===== src/sv/et_pkg.sv =====
// Shared types for the Euler totient block.
`timescale 1ns / 1ps

package et_pkg;

   // Sequencer states.
   typedef enum logic [2:0] {
      ST_IDLE,
      ST_DIV,
      ST_EVAL,
      ST_MUL,
      ST_DONE
   } state_type;

   // Purpose of the division in flight, which decides the step after it.
   typedef enum logic [1:0] {
      OP_TEST,
      OP_RES,
      OP_STRIP,
      OP_FIN
   } op_type;

endpackage


===== src/sv/euler_totient_top.sv =====
// Euler totient by trial division with a bit-serial divider and multiplier.
`timescale 1ns / 1ps
//
// One request on the req_ channel carries an unsigned value; one result on the
// rsp_ channel carries phi(value) in rsp_tdata and an invalid flag in rsp_tuser.
// A value of zero gives a totient of zero with the flag set.
// The value is factored by trial division with divisors 2, 3, 4, ... while the
// divisor does not exceed cofactor / divisor. Every division runs through one
// restoring divider that produces one quotient bit per cycle. Each distinct prime
// also costs one more division and a shift-add multiplication. One request is
// worked on at a time.
// A finished result sits in an output register, so the next request is taken
// while the receiver stalls; a second result waits until that register is free.
// Reset returns the sequencer to idle and drops any result not yet taken.
//
module euler_totient_top
   import et_pkg::*;
#(
   parameter int WIDTH = 32
) (
   input  logic                              clock,
   input  logic                              reset,
   input  logic                              req_tvalid,
   output logic                              req_tready,
   input  logic [((WIDTH + 7) / 8) * 8 - 1:0] req_tdata,  // value
   output logic                              rsp_tvalid,
   input  logic                              rsp_tready,
   output logic [((WIDTH + 7) / 8) * 8 - 1:0] rsp_tdata,  // totient
   output logic                              rsp_tuser   // invalid
);

   localparam int DATA_W = ((WIDTH + 7) / 8) * 8;
   localparam int CNT_W  = $clog2(WIDTH);

   state_type          state_ff, state_in;
   op_type             op_ff, op_in;
   logic [CNT_W-1:0]   cnt_ff, cnt_in;
   logic [WIDTH-1:0]   rest_ff, rest_in;
   logic [WIDTH-1:0]   res_ff, res_in;
   logic [WIDTH-1:0]   d_ff, d_in;
   logic               inv_ff, inv_in;
   logic [WIDTH-1:0]   dvd_ff, dvd_in;    // dividend, then quotient
   logic [WIDTH-1:0]   rem_ff, rem_in;
   logic [WIDTH-1:0]   dvs_ff, dvs_in;
   logic [WIDTH-1:0]   mcand_ff, mcand_in;
   logic [WIDTH-1:0]   mplier_ff, mplier_in;
   logic [WIDTH-1:0]   acc_ff, acc_in;
   logic [WIDTH-1:0]   out_data_ff, out_data_in;
   logic               out_inv_ff, out_inv_in;
   logic               out_valid_ff, out_valid_in;

   logic [WIDTH:0]     shifted;
   logic [WIDTH:0]     diff;
   logic [WIDTH-1:0]   acc_next;
   logic [WIDTH-1:0]   d_inc;
   logic               div_start;
   logic [WIDTH-1:0]   div_dvd;
   logic [WIDTH-1:0]   div_dvs;
   op_type             div_op;

   assign req_tready = (state_ff == ST_IDLE);
   assign rsp_tvalid = out_valid_ff;
   assign rsp_tdata  = DATA_W'(out_data_ff);
   assign rsp_tuser  = out_inv_ff;

   // One restoring division step: bring in the next dividend bit and subtract.
   assign shifted  = {rem_ff, dvd_ff[WIDTH-1]};
   assign diff     = shifted - {1'b0, dvs_ff};
   assign acc_next = mplier_ff[0] ? (acc_ff + mcand_ff) : acc_ff;
   assign d_inc    = d_ff + WIDTH'(1);

   always_ff @(posedge clock) begin
      if (reset) begin
         state_ff     <= ST_IDLE;
         out_valid_ff <= 1'b0;
      end else begin
         state_ff     <= state_in;
         out_valid_ff <= out_valid_in;
      end
      op_ff       <= op_in;
      cnt_ff      <= cnt_in;
      rest_ff     <= rest_in;
      res_ff      <= res_in;
      d_ff        <= d_in;
      inv_ff      <= inv_in;
      dvd_ff      <= dvd_in;
      rem_ff      <= rem_in;
      dvs_ff      <= dvs_in;
      mcand_ff    <= mcand_in;
      mplier_ff   <= mplier_in;
      acc_ff      <= acc_in;
      out_data_ff <= out_data_in;
      out_inv_ff  <= out_inv_in;
   end

   always_comb begin
      state_in     = state_ff;
      op_in        = op_ff;
      cnt_in       = cnt_ff;
      rest_in      = rest_ff;
      res_in       = res_ff;
      d_in         = d_ff;
      inv_in       = inv_ff;
      dvd_in       = dvd_ff;
      rem_in       = rem_ff;
      dvs_in       = dvs_ff;
      mcand_in     = mcand_ff;
      mplier_in    = mplier_ff;
      acc_in       = acc_ff;
      out_data_in  = out_data_ff;
      out_inv_in   = out_inv_ff;
      out_valid_in = out_valid_ff & ~rsp_tready;
      div_start    = 1'b0;
      div_dvd      = rest_ff;
      div_dvs      = d_ff;
      div_op       = OP_TEST;

      unique case (state_ff)
         ST_IDLE: begin
            if (req_tvalid) begin
               rest_in = req_tdata[WIDTH-1:0];
               res_in  = req_tdata[WIDTH-1:0];
               d_in    = WIDTH'(2);
               if (req_tdata[WIDTH-1:0] == '0) begin
                  inv_in   = 1'b1;
                  state_in = ST_DONE;
               end else begin
                  inv_in    = 1'b0;
                  div_start = 1'b1;
                  div_dvd   = req_tdata[WIDTH-1:0];
                  div_dvs   = WIDTH'(2);
                  div_op    = OP_TEST;
               end
            end
         end

         ST_DIV: begin
            if (!diff[WIDTH]) begin
               rem_in = diff[WIDTH-1:0];
               dvd_in = {dvd_ff[WIDTH-2:0], 1'b1};
            end else begin
               rem_in = shifted[WIDTH-1:0];
               dvd_in = {dvd_ff[WIDTH-2:0], 1'b0};
            end
            cnt_in = cnt_ff - CNT_W'(1);
            if (cnt_ff == '0) begin
               state_in = ST_EVAL;
            end
         end

         // Quotient in dvd_ff, remainder in rem_ff.
         ST_EVAL: begin
            unique case (op_ff)
               OP_TEST: begin
                  if (d_ff > dvd_ff) begin
                     // Trial division is over; a cofactor above one is prime.
                     if (rest_ff > WIDTH'(1)) begin
                        div_start = 1'b1;
                        div_dvd   = res_ff;
                        div_dvs   = rest_ff;
                        div_op    = OP_FIN;
                     end else begin
                        state_in = ST_DONE;
                     end
                  end else if (rem_ff == '0) begin
                     rest_in   = dvd_ff;
                     div_start = 1'b1;
                     div_dvd   = res_ff;
                     div_dvs   = d_ff;
                     div_op    = OP_RES;
                  end else begin
                     d_in      = d_inc;
                     div_start = 1'b1;
                     div_dvd   = rest_ff;
                     div_dvs   = d_inc;
                     div_op    = OP_TEST;
                  end
               end
               OP_RES, OP_FIN: begin
                  mcand_in  = dvd_ff;
                  mplier_in = (op_ff == OP_RES) ? (d_ff - WIDTH'(1))
                                                : (rest_ff - WIDTH'(1));
                  acc_in    = '0;
                  cnt_in    = CNT_W'(WIDTH - 1);
                  state_in  = ST_MUL;
               end
               OP_STRIP: begin
                  if (rem_ff == '0) begin
                     rest_in   = dvd_ff;
                     div_start = 1'b1;
                     div_dvd   = dvd_ff;
                     div_dvs   = d_ff;
                     div_op    = OP_STRIP;
                  end else begin
                     d_in      = d_inc;
                     div_start = 1'b1;
                     div_dvd   = rest_ff;
                     div_dvs   = d_inc;
                     div_op    = OP_TEST;
                  end
               end
               default: begin
                  state_in = ST_IDLE;
               end
            endcase
         end

         ST_MUL: begin
            acc_in    = acc_next;
            mcand_in  = {mcand_ff[WIDTH-2:0], 1'b0};
            mplier_in = {1'b0, mplier_ff[WIDTH-1:1]};
            cnt_in    = cnt_ff - CNT_W'(1);
            if (cnt_ff == '0) begin
               res_in = acc_next;
               if (op_ff == OP_FIN) begin
                  state_in = ST_DONE;
               end else begin
                  // The cofactor was already divided once; keep stripping.
                  div_start = 1'b1;
                  div_dvd   = rest_ff;
                  div_dvs   = d_ff;
                  div_op    = OP_STRIP;
               end
            end
         end

         ST_DONE: begin
            if (!out_valid_ff || rsp_tready) begin
               out_data_in  = inv_ff ? '0 : res_ff;
               out_inv_in   = inv_ff;
               out_valid_in = 1'b1;
               state_in     = ST_IDLE;
            end
         end

         default: begin
            state_in = ST_IDLE;
         end
      endcase

      if (div_start) begin
         dvd_in   = div_dvd;
         dvs_in   = div_dvs;
         rem_in   = '0;
         op_in    = div_op;
         cnt_in   = CNT_W'(WIDTH - 1);
         state_in = ST_DIV;
      end
   end

   // The partial remainder of a restoring divider stays below the divisor.
   a_rem_below_divisor: assert property (@(posedge clock) disable iff (reset)
      (state_ff == ST_DIV) |-> (rem_ff < dvs_ff))
      else $error("partial remainder reached the divisor");

   // Trial divisors start at two and only grow.
   a_divisor_floor: assert property (@(posedge clock) disable iff (reset)
      (state_ff == ST_EVAL && op_ff == OP_TEST) |-> (d_ff >= WIDTH'(2)))
      else $error("trial divisor below two");

   // An invalid result always carries a zero totient.
   a_invalid_zero: assert property (@(posedge clock) disable iff (reset)
      (out_valid_ff && out_inv_ff) |-> (out_data_ff == '0))
      else $error("invalid result with nonzero totient");

   // The totient of a positive value is never zero.
   a_valid_nonzero: assert property (@(posedge clock) disable iff (reset)
      (out_valid_ff && !out_inv_ff) |-> (out_data_ff != '0))
      else $error("zero totient for a positive value");

endmodule


===== config.mk =====
export PLATFORM = sky130hd
export DESIGN_NAME = euler_totient_top
export DESIGN_NICKNAME = d
export VERILOG_FILES = /design/src/sv/et_pkg.sv /design/src/sv/euler_totient_top.sv
export SDC_FILE = /design/constraint.sdc
export NUM_CORES = 1
export LEC_CHECK = 0
export BUFFER_PORTS_ARGS = -buffer_cell sky130_fd_sc_hd__buf_2
export CORE_MARGIN = 2
export CORE_UTILIZATION = 60
export CTS_CLUSTER_DIAMETER = 200
export DETAILED_ROUTE_END_ITERATION = 10
export PLACE_DENSITY = 0.83
export SYNTH_ARGS = -nofsm -noshare
export SYNTH_HDL_FRONTEND = slang
export SYNTH_SLANG_ARGS = --single-unit
export TNS_END_PERCENT = 20

===== constraint.sdc =====
create_clock -name clock -period 5.5 [get_ports clock]
set_input_delay 1.1 -clock clock [delete_from_list [all_inputs] [get_ports clock]]
set_output_delay 1.1 -clock clock [all_outputs]
set_load 0.05 [all_outputs]

# == Yosys cells after proc, flatten, opt, wreduce, memory -nomap -nowiden ==
# Cells that the tools add are included.
# op_classes
n_addsub,6
n_lt_le_gt_ge,2
eq_ne,28
muxes,69
bitwise_logic,2
n_reduce_logical,23
# ops
operator,count
$mux 32,24
$pmux 32 s2,12
$logic_not 32->1,2
$sub 32x1->32 const B,2
$sub 33x32->33,1
$add 32x1->32 const B,1
$add 32x32->32,1
$gt 32x1->1 const B,1
$gt 32x32->1,1
$mux 3,8
$ne 3x3->1 const B,7
$reduce_and 9->1,2
$pmux 3 s5,1
$mux 1,12
$mux 2,5
$ne 2x2->1 const B,5
$pmux 5 s2,1
$reduce_bool 2->1,5
$ne 4x4->1 const B,2
$pmux 2 s2,2
$reduce_and 2->1,4
$eq 3x2->1 const B,2
$ne 3x1->1 const B,2
$ne 3x2->1 const B,2
other kinds (21),25
# word_totals
register_bits,333
in_bits,36
output_inout_bits,35

# == Longest topological paths before layout ==
# logic_depth
word_depth,7
mapped_depth,17
depth_no_buf,13

# == Worst setup path before layout ==
# No wires, ideal clock.
# synth_path
kind,register to register
startpoint,register d_ff[9]
endpoint,"register dvd_ff[10], data pin"
setup_time_ns,0.327
arrival_ns,3.994
slack_ns,1.179
stages_incl_launch_ff,15
synth_period_minus_slack_ns,4.321
path_cell_list,edfxtp_1 -> ha_1 -> a21o_1 -> a21o_1 -> a21oi_1 -> nor3_1 -> or4_1 -> clkbuf_1 -> nand3_1 -> o21ai_1 -> and2_1 -> inv_2 -> clkbuf_1 -> clkbuf_1 -> a31oi_1
# synth_via
elab_chain_cells,5
# synth_lines
item,line,text
start: declaration,euler_totient_top.sv:40,"logic [WIDTH-1:0] d_ff, d_in;"
start signal: assignment,euler_totient_top.sv:84,d_ff <= d_in;
$gt 32x32->1,euler_totient_top.sv:155,if (d_ff > dvd_ff) begin
$mux 1,euler_totient_top.sv:155,
$pmux 1 s2,euler_totient_top.sv:153,unique case (op_ff)
$pmux 1 s3,euler_totient_top.sv:118,unique case (state_ff)
net div_start,euler_totient_top.sv:56,logic div_start;
$mux 32,euler_totient_top.sv:241,if (div_start) begin
net dvd_in[10],euler_totient_top.sv:42,"logic [WIDTH-1:0] dvd_ff, dvd_in;"
end signal: assignment,euler_totient_top.sv:86,dvd_ff <= dvd_in;
end: declaration,euler_totient_top.sv:42,
# The timed path passes the listed nets, and every way through them passes these cells.
# A chain may end at the register's enable or synchronous reset.

# == Worst setup path after layout ==
# layout_path
startpoint,register d_ff[20]
endpoint,"register dvs_ff[4], data pin"
# layout_via
elab_chain_cells,4
# layout_lines
item,line,text
$gt 32x32->1,euler_totient_top.sv:155,
$mux 32,euler_totient_top.sv:155,
$pmux 32 s2,euler_totient_top.sv:153,
$pmux 32 s2,euler_totient_top.sv:118,
net div_dvs[4],euler_totient_top.sv:58,logic [WIDTH-1:0] div_dvs;
end signal: assignment,euler_totient_top.sv:88,dvs_ff <= dvs_in;
end: declaration,euler_totient_top.sv:44,"logic [WIDTH-1:0] dvs_ff, dvs_in;"
# The timed path passes the listed nets, and every way through them passes these cells.

==> impl_metrics.json <==
{
  "outcome": "finished, final reports clean",
  "drive_gt1_share_pct": 8.39,
  "finalMaxSlewViolations": 0,
  "slowest_delay_ps": 830,
  "final_cell_mix": "edfxtp_1 (292), nand2_1 (236), o21ai_0 (196)",
  "clkTransAtPathRegs_ps": 60,
  "critPathArrivalTime_ps": 5060,
  "initial_utilization_pct": 60.4,
  "syn_to_final_growth_pct": 8.66,
  "crit_path_end_kind": "register",
  "dr.first_iter.drc_count": 2258,
  "met1_length_um": 24700,
  "wl_um": 64500,
  "maxCapViolCount": 0,
  "tritoncts": "built",
  "die_w_um": 195,
  "worstSkewPairLatency_ps": 560,
  "dpl.cell_count": 2804,
  "layout_commonest_cell": "edfxtp_1",
  "io_buffers": 70,
  "critPathLaunch": "d_ff[20]$_SDFFCE_PN0P_",
  "powerDensity_nw_per_um2": 523,
  "cp-start-kind": "register",
  "cp_slowest_cell": "nand2_1",
  "n_antenna_cell": 0,
  "cts-root-buf": "clkbuf_16",
  "fin_hold_ws_ps": 528,
  "synth.avg_cell_area_um2": 9.13,
  "grtUsageTotal_pct": 33.4,
  "hold_class": "register to register",
  "criticalPathCategory": "register to register",
  "hold_buffers": 0,
  "required_ps": 5780,
  "die_h_um": 195,
  "antenna_left": 0,
  "synthArstFlopShare_pct": 0,
  "postSynthCellCount": 2406,
  "synth-seq-cells": 333,
  "stdcell_count": 2875,
  "utilization_pct": 65.7,
  "antenna_found_initial": 1,
  "ys_warn_count": 0,
  "core_area_um2": 36300,
  "fin_tns_setup_ps": 0,
  "post-route-period-util_pct": 86.8,
  "path_depth": 11,
  "syn-cell-area_um2": 22000,
  "cts_buffers": 39,
  "drc": 0,
  "ys.flop_type": "edfxtp_1",
  "crit_buf_inv": 0,
  "cts.path.max_buffers": 3,
  "grt_pass1_wl_um": 101000,
  "reg2reg_depth": 11,
  "syn_nets": 2545,
  "place_congestion": 0.975,
  "ioPinCount": 71,
  "worst_pin_slew_ps": 1370,
  "critPathMaxFanout": 35,
  "synth_edf_count": 292,
  "rows": 70,
  "grt_max_degree": 114,
  "cts_setup_buffers": 0,
  "seq_area_frac_synth_pct": 43.7,
  "final_nets": 2516,
  "fillers": 2823,
  "worstReg2RegEnd": "dvs_ff[4]$_DFFE_PP_",
  "first_global_vias": 18900,
  "fmax_ghz": 0.209,
  "wl_met2_um": 29200,
  "p_leak_nw": 9.19,
  "cts.repair.resized": 0,
  "reg2reg_slack_ps": 720,
  "crit_chain": "ha_1, nand4_1, or2_2, or3_1, a311oi_1, or4_1, and3_1, nand2_1, o22ai_1, o21ai_0, o2bb2ai_1",
  "dr_total_vias": 19700,
  "wl_met3_um": 7090,
  "cp-endpoint": "dvs_ff[4]$_DFFE_PP_",
  "wl_per_cell_um": 22.4,
  "grt_overflow": 0,
  "ir_drop_mv": 0.334,
  "hpwl_um": 44200,
  "relSlewSlack_pct": 8.67,
  "hold_violations": 0,
  "top_layer": "met5",
  "drtPass1Iterations": 6,
  "cts_sinks": 333,
  "synth.distinct_cells": 77,
  "die_area_um2": 38200,
  "setup_violations": 0,
  "layout_min_cycle_time_ps": 4780,
  "reg2reg_from": "d_ff[20]$_SDFFCE_PN0P_",
  "vias_per_cell": 6.84,
  "path_delay_family": "simple AND/OR/NAND/NOR gates",
  "finClkSkew_ps": 23.6,
  "htreeDepth": 2,
  "rsz0062_at_grt": "no"
}
## power by group
group	leakage (nW)	internal (mW)	total, mW	switching [mW]
logic	5.48	2.00	5.52	3.52
registers	3.08	3.64	4.31	0.670
clock network	0.630	1.57	2.66	1.08
## worst min-delay path, delay by kind of cell (launching register included)
kind	cells	cell delay [ps]
flops	1	310
simple gates	1	100
compound gates	1	70
## cell type report
type / instances / area [um^2] / share of cell area (%)
tap: 468 / 586 / 2.45
inverter: 109 / 409 / 1.71
clock inverter: 23 / 254 / 1.06
sequential: 333 / 9590 / 40.2
multi-input combinational: 1789 / 11300 / 47.5
clock buffer: 48 / 1030 / 4.32
timing repair buffer: 105 / 651 / 2.73
## routing by layer
layer	global-route usage (%)	vias to the layer above
met1	43.2	9171
met5	0	-
met2	52.6	1326
met4	17.0	2
met3	7.77	280
li1	-	8883
## through the flow
step,setup slack [ps],power (mW),area (um^2)
after floorplan,1180,8.10,22000
after global placement,1170,9.45,22600
after detailed placement,1040,9.66,22600
after CTS,991,12.3,23900
after global routing,586,13.1,23900
final,724,12.5,23900
## flip-flops by register name, indices dropped and copies added, names as in the netlist, 2 cells and up
| name | cells |
|---|---|
| acc_ff | 32 |
| mplier_ff | 32 |
| d_ff | 32 |
| rem_ff | 32 |
| rsp_tdata | 32 |
| res_ff | 32 |
| op_ff | 2 |
| cnt_ff | 5 |
| dvd_ff | 32 |
| dvs_ff | 32 |
| state_ff | 3 |
| rest_ff | 32 |
| mcand_ff | 32 |
## cell usage after synthesis, types with 14 or more instances
master / count / area (um^2)
inv_1: 106 / 398
o2bb2ai_1: 20 / 175
o22ai_1: 56 / 350
ha_1: 101 / 1260
clkbuf_1: 155 / 582
edfxtp_1: 292 / 8770
nor2b_1: 43 / 269
xor2_1: 56 / 490
nand4_1: 26 / 163
xnor2_1: 71 / 622
mux2i_1: 23 / 230
nand3_1: 43 / 215
o21ai_0: 197 / 986
or3_1: 23 / 144
a31oi_1: 23 / 144
nor4_1: 27 / 169
nor3_1: 67 / 335
o311ai_0: 21 / 184
a221oi_1: 38 / 333
and3_1: 43 / 269
a21boi_0: 19 / 143
and2_1: 26 / 163
a21oi_1: 178 / 891
a21o_1: 59 / 443
dfxtp_1: 41 / 821
nand2_1: 239 / 897
a22o_1: 29 / 254
o21a_1: 14 / 105
a221o_1: 14 / 140
nor2_1: 185 / 694
## how the worst min path moves through the flow
| stage | start | end | cells after the start |
|---|---|---|---|
| 2_1_floorplan | rem_ff[27]$_SDFFE_PP0P_ | rem_ff[27]$_SDFFE_PP0P_ | 2 |
| 3_3_place_gp | mplier_ff[3]$_DFFE_PP_ | mplier_ff[2]$_DFFE_PP_ | 2 |
| 3_5_place_dp | mplier_ff[31]$_SDFFCE_PP0P_ | mplier_ff[30]$_DFFE_PP_ | 2 |
| 4_1_cts | mplier_ff[31]$_SDFFCE_PP0P_ | mplier_ff[30]$_DFFE_PP_ | 2 |
| 5_1_grt | mplier_ff[19]$_DFFE_PP_ | mplier_ff[18]$_DFFE_PP_ | 2 |
| 6_report | rsp_tvalid$_SDFF_PP0_ | rsp_tvalid$_SDFF_PP0_ | 2 |
## cell families (layout without fill, tap and decap cells)
| family | Yosys count | in the layout | share of synthesized area [%] |
|---|---|---|---|
| flops | 333 | 333 | 43.7 |
| mux | 28 | 28 | 1.30 |
| simple gates | 768 | 768 | 16.7 |
| buf+inv | 284 | 285 | 4.96 |
| compound gates | 763 | 763 | 22.4 |
| xor+xnor | 127 | 127 | 5.06 |
| fa+ha+maj | 103 | 103 | 5.94 |
No activity file was read; power rests on OpenSTA's default activity.
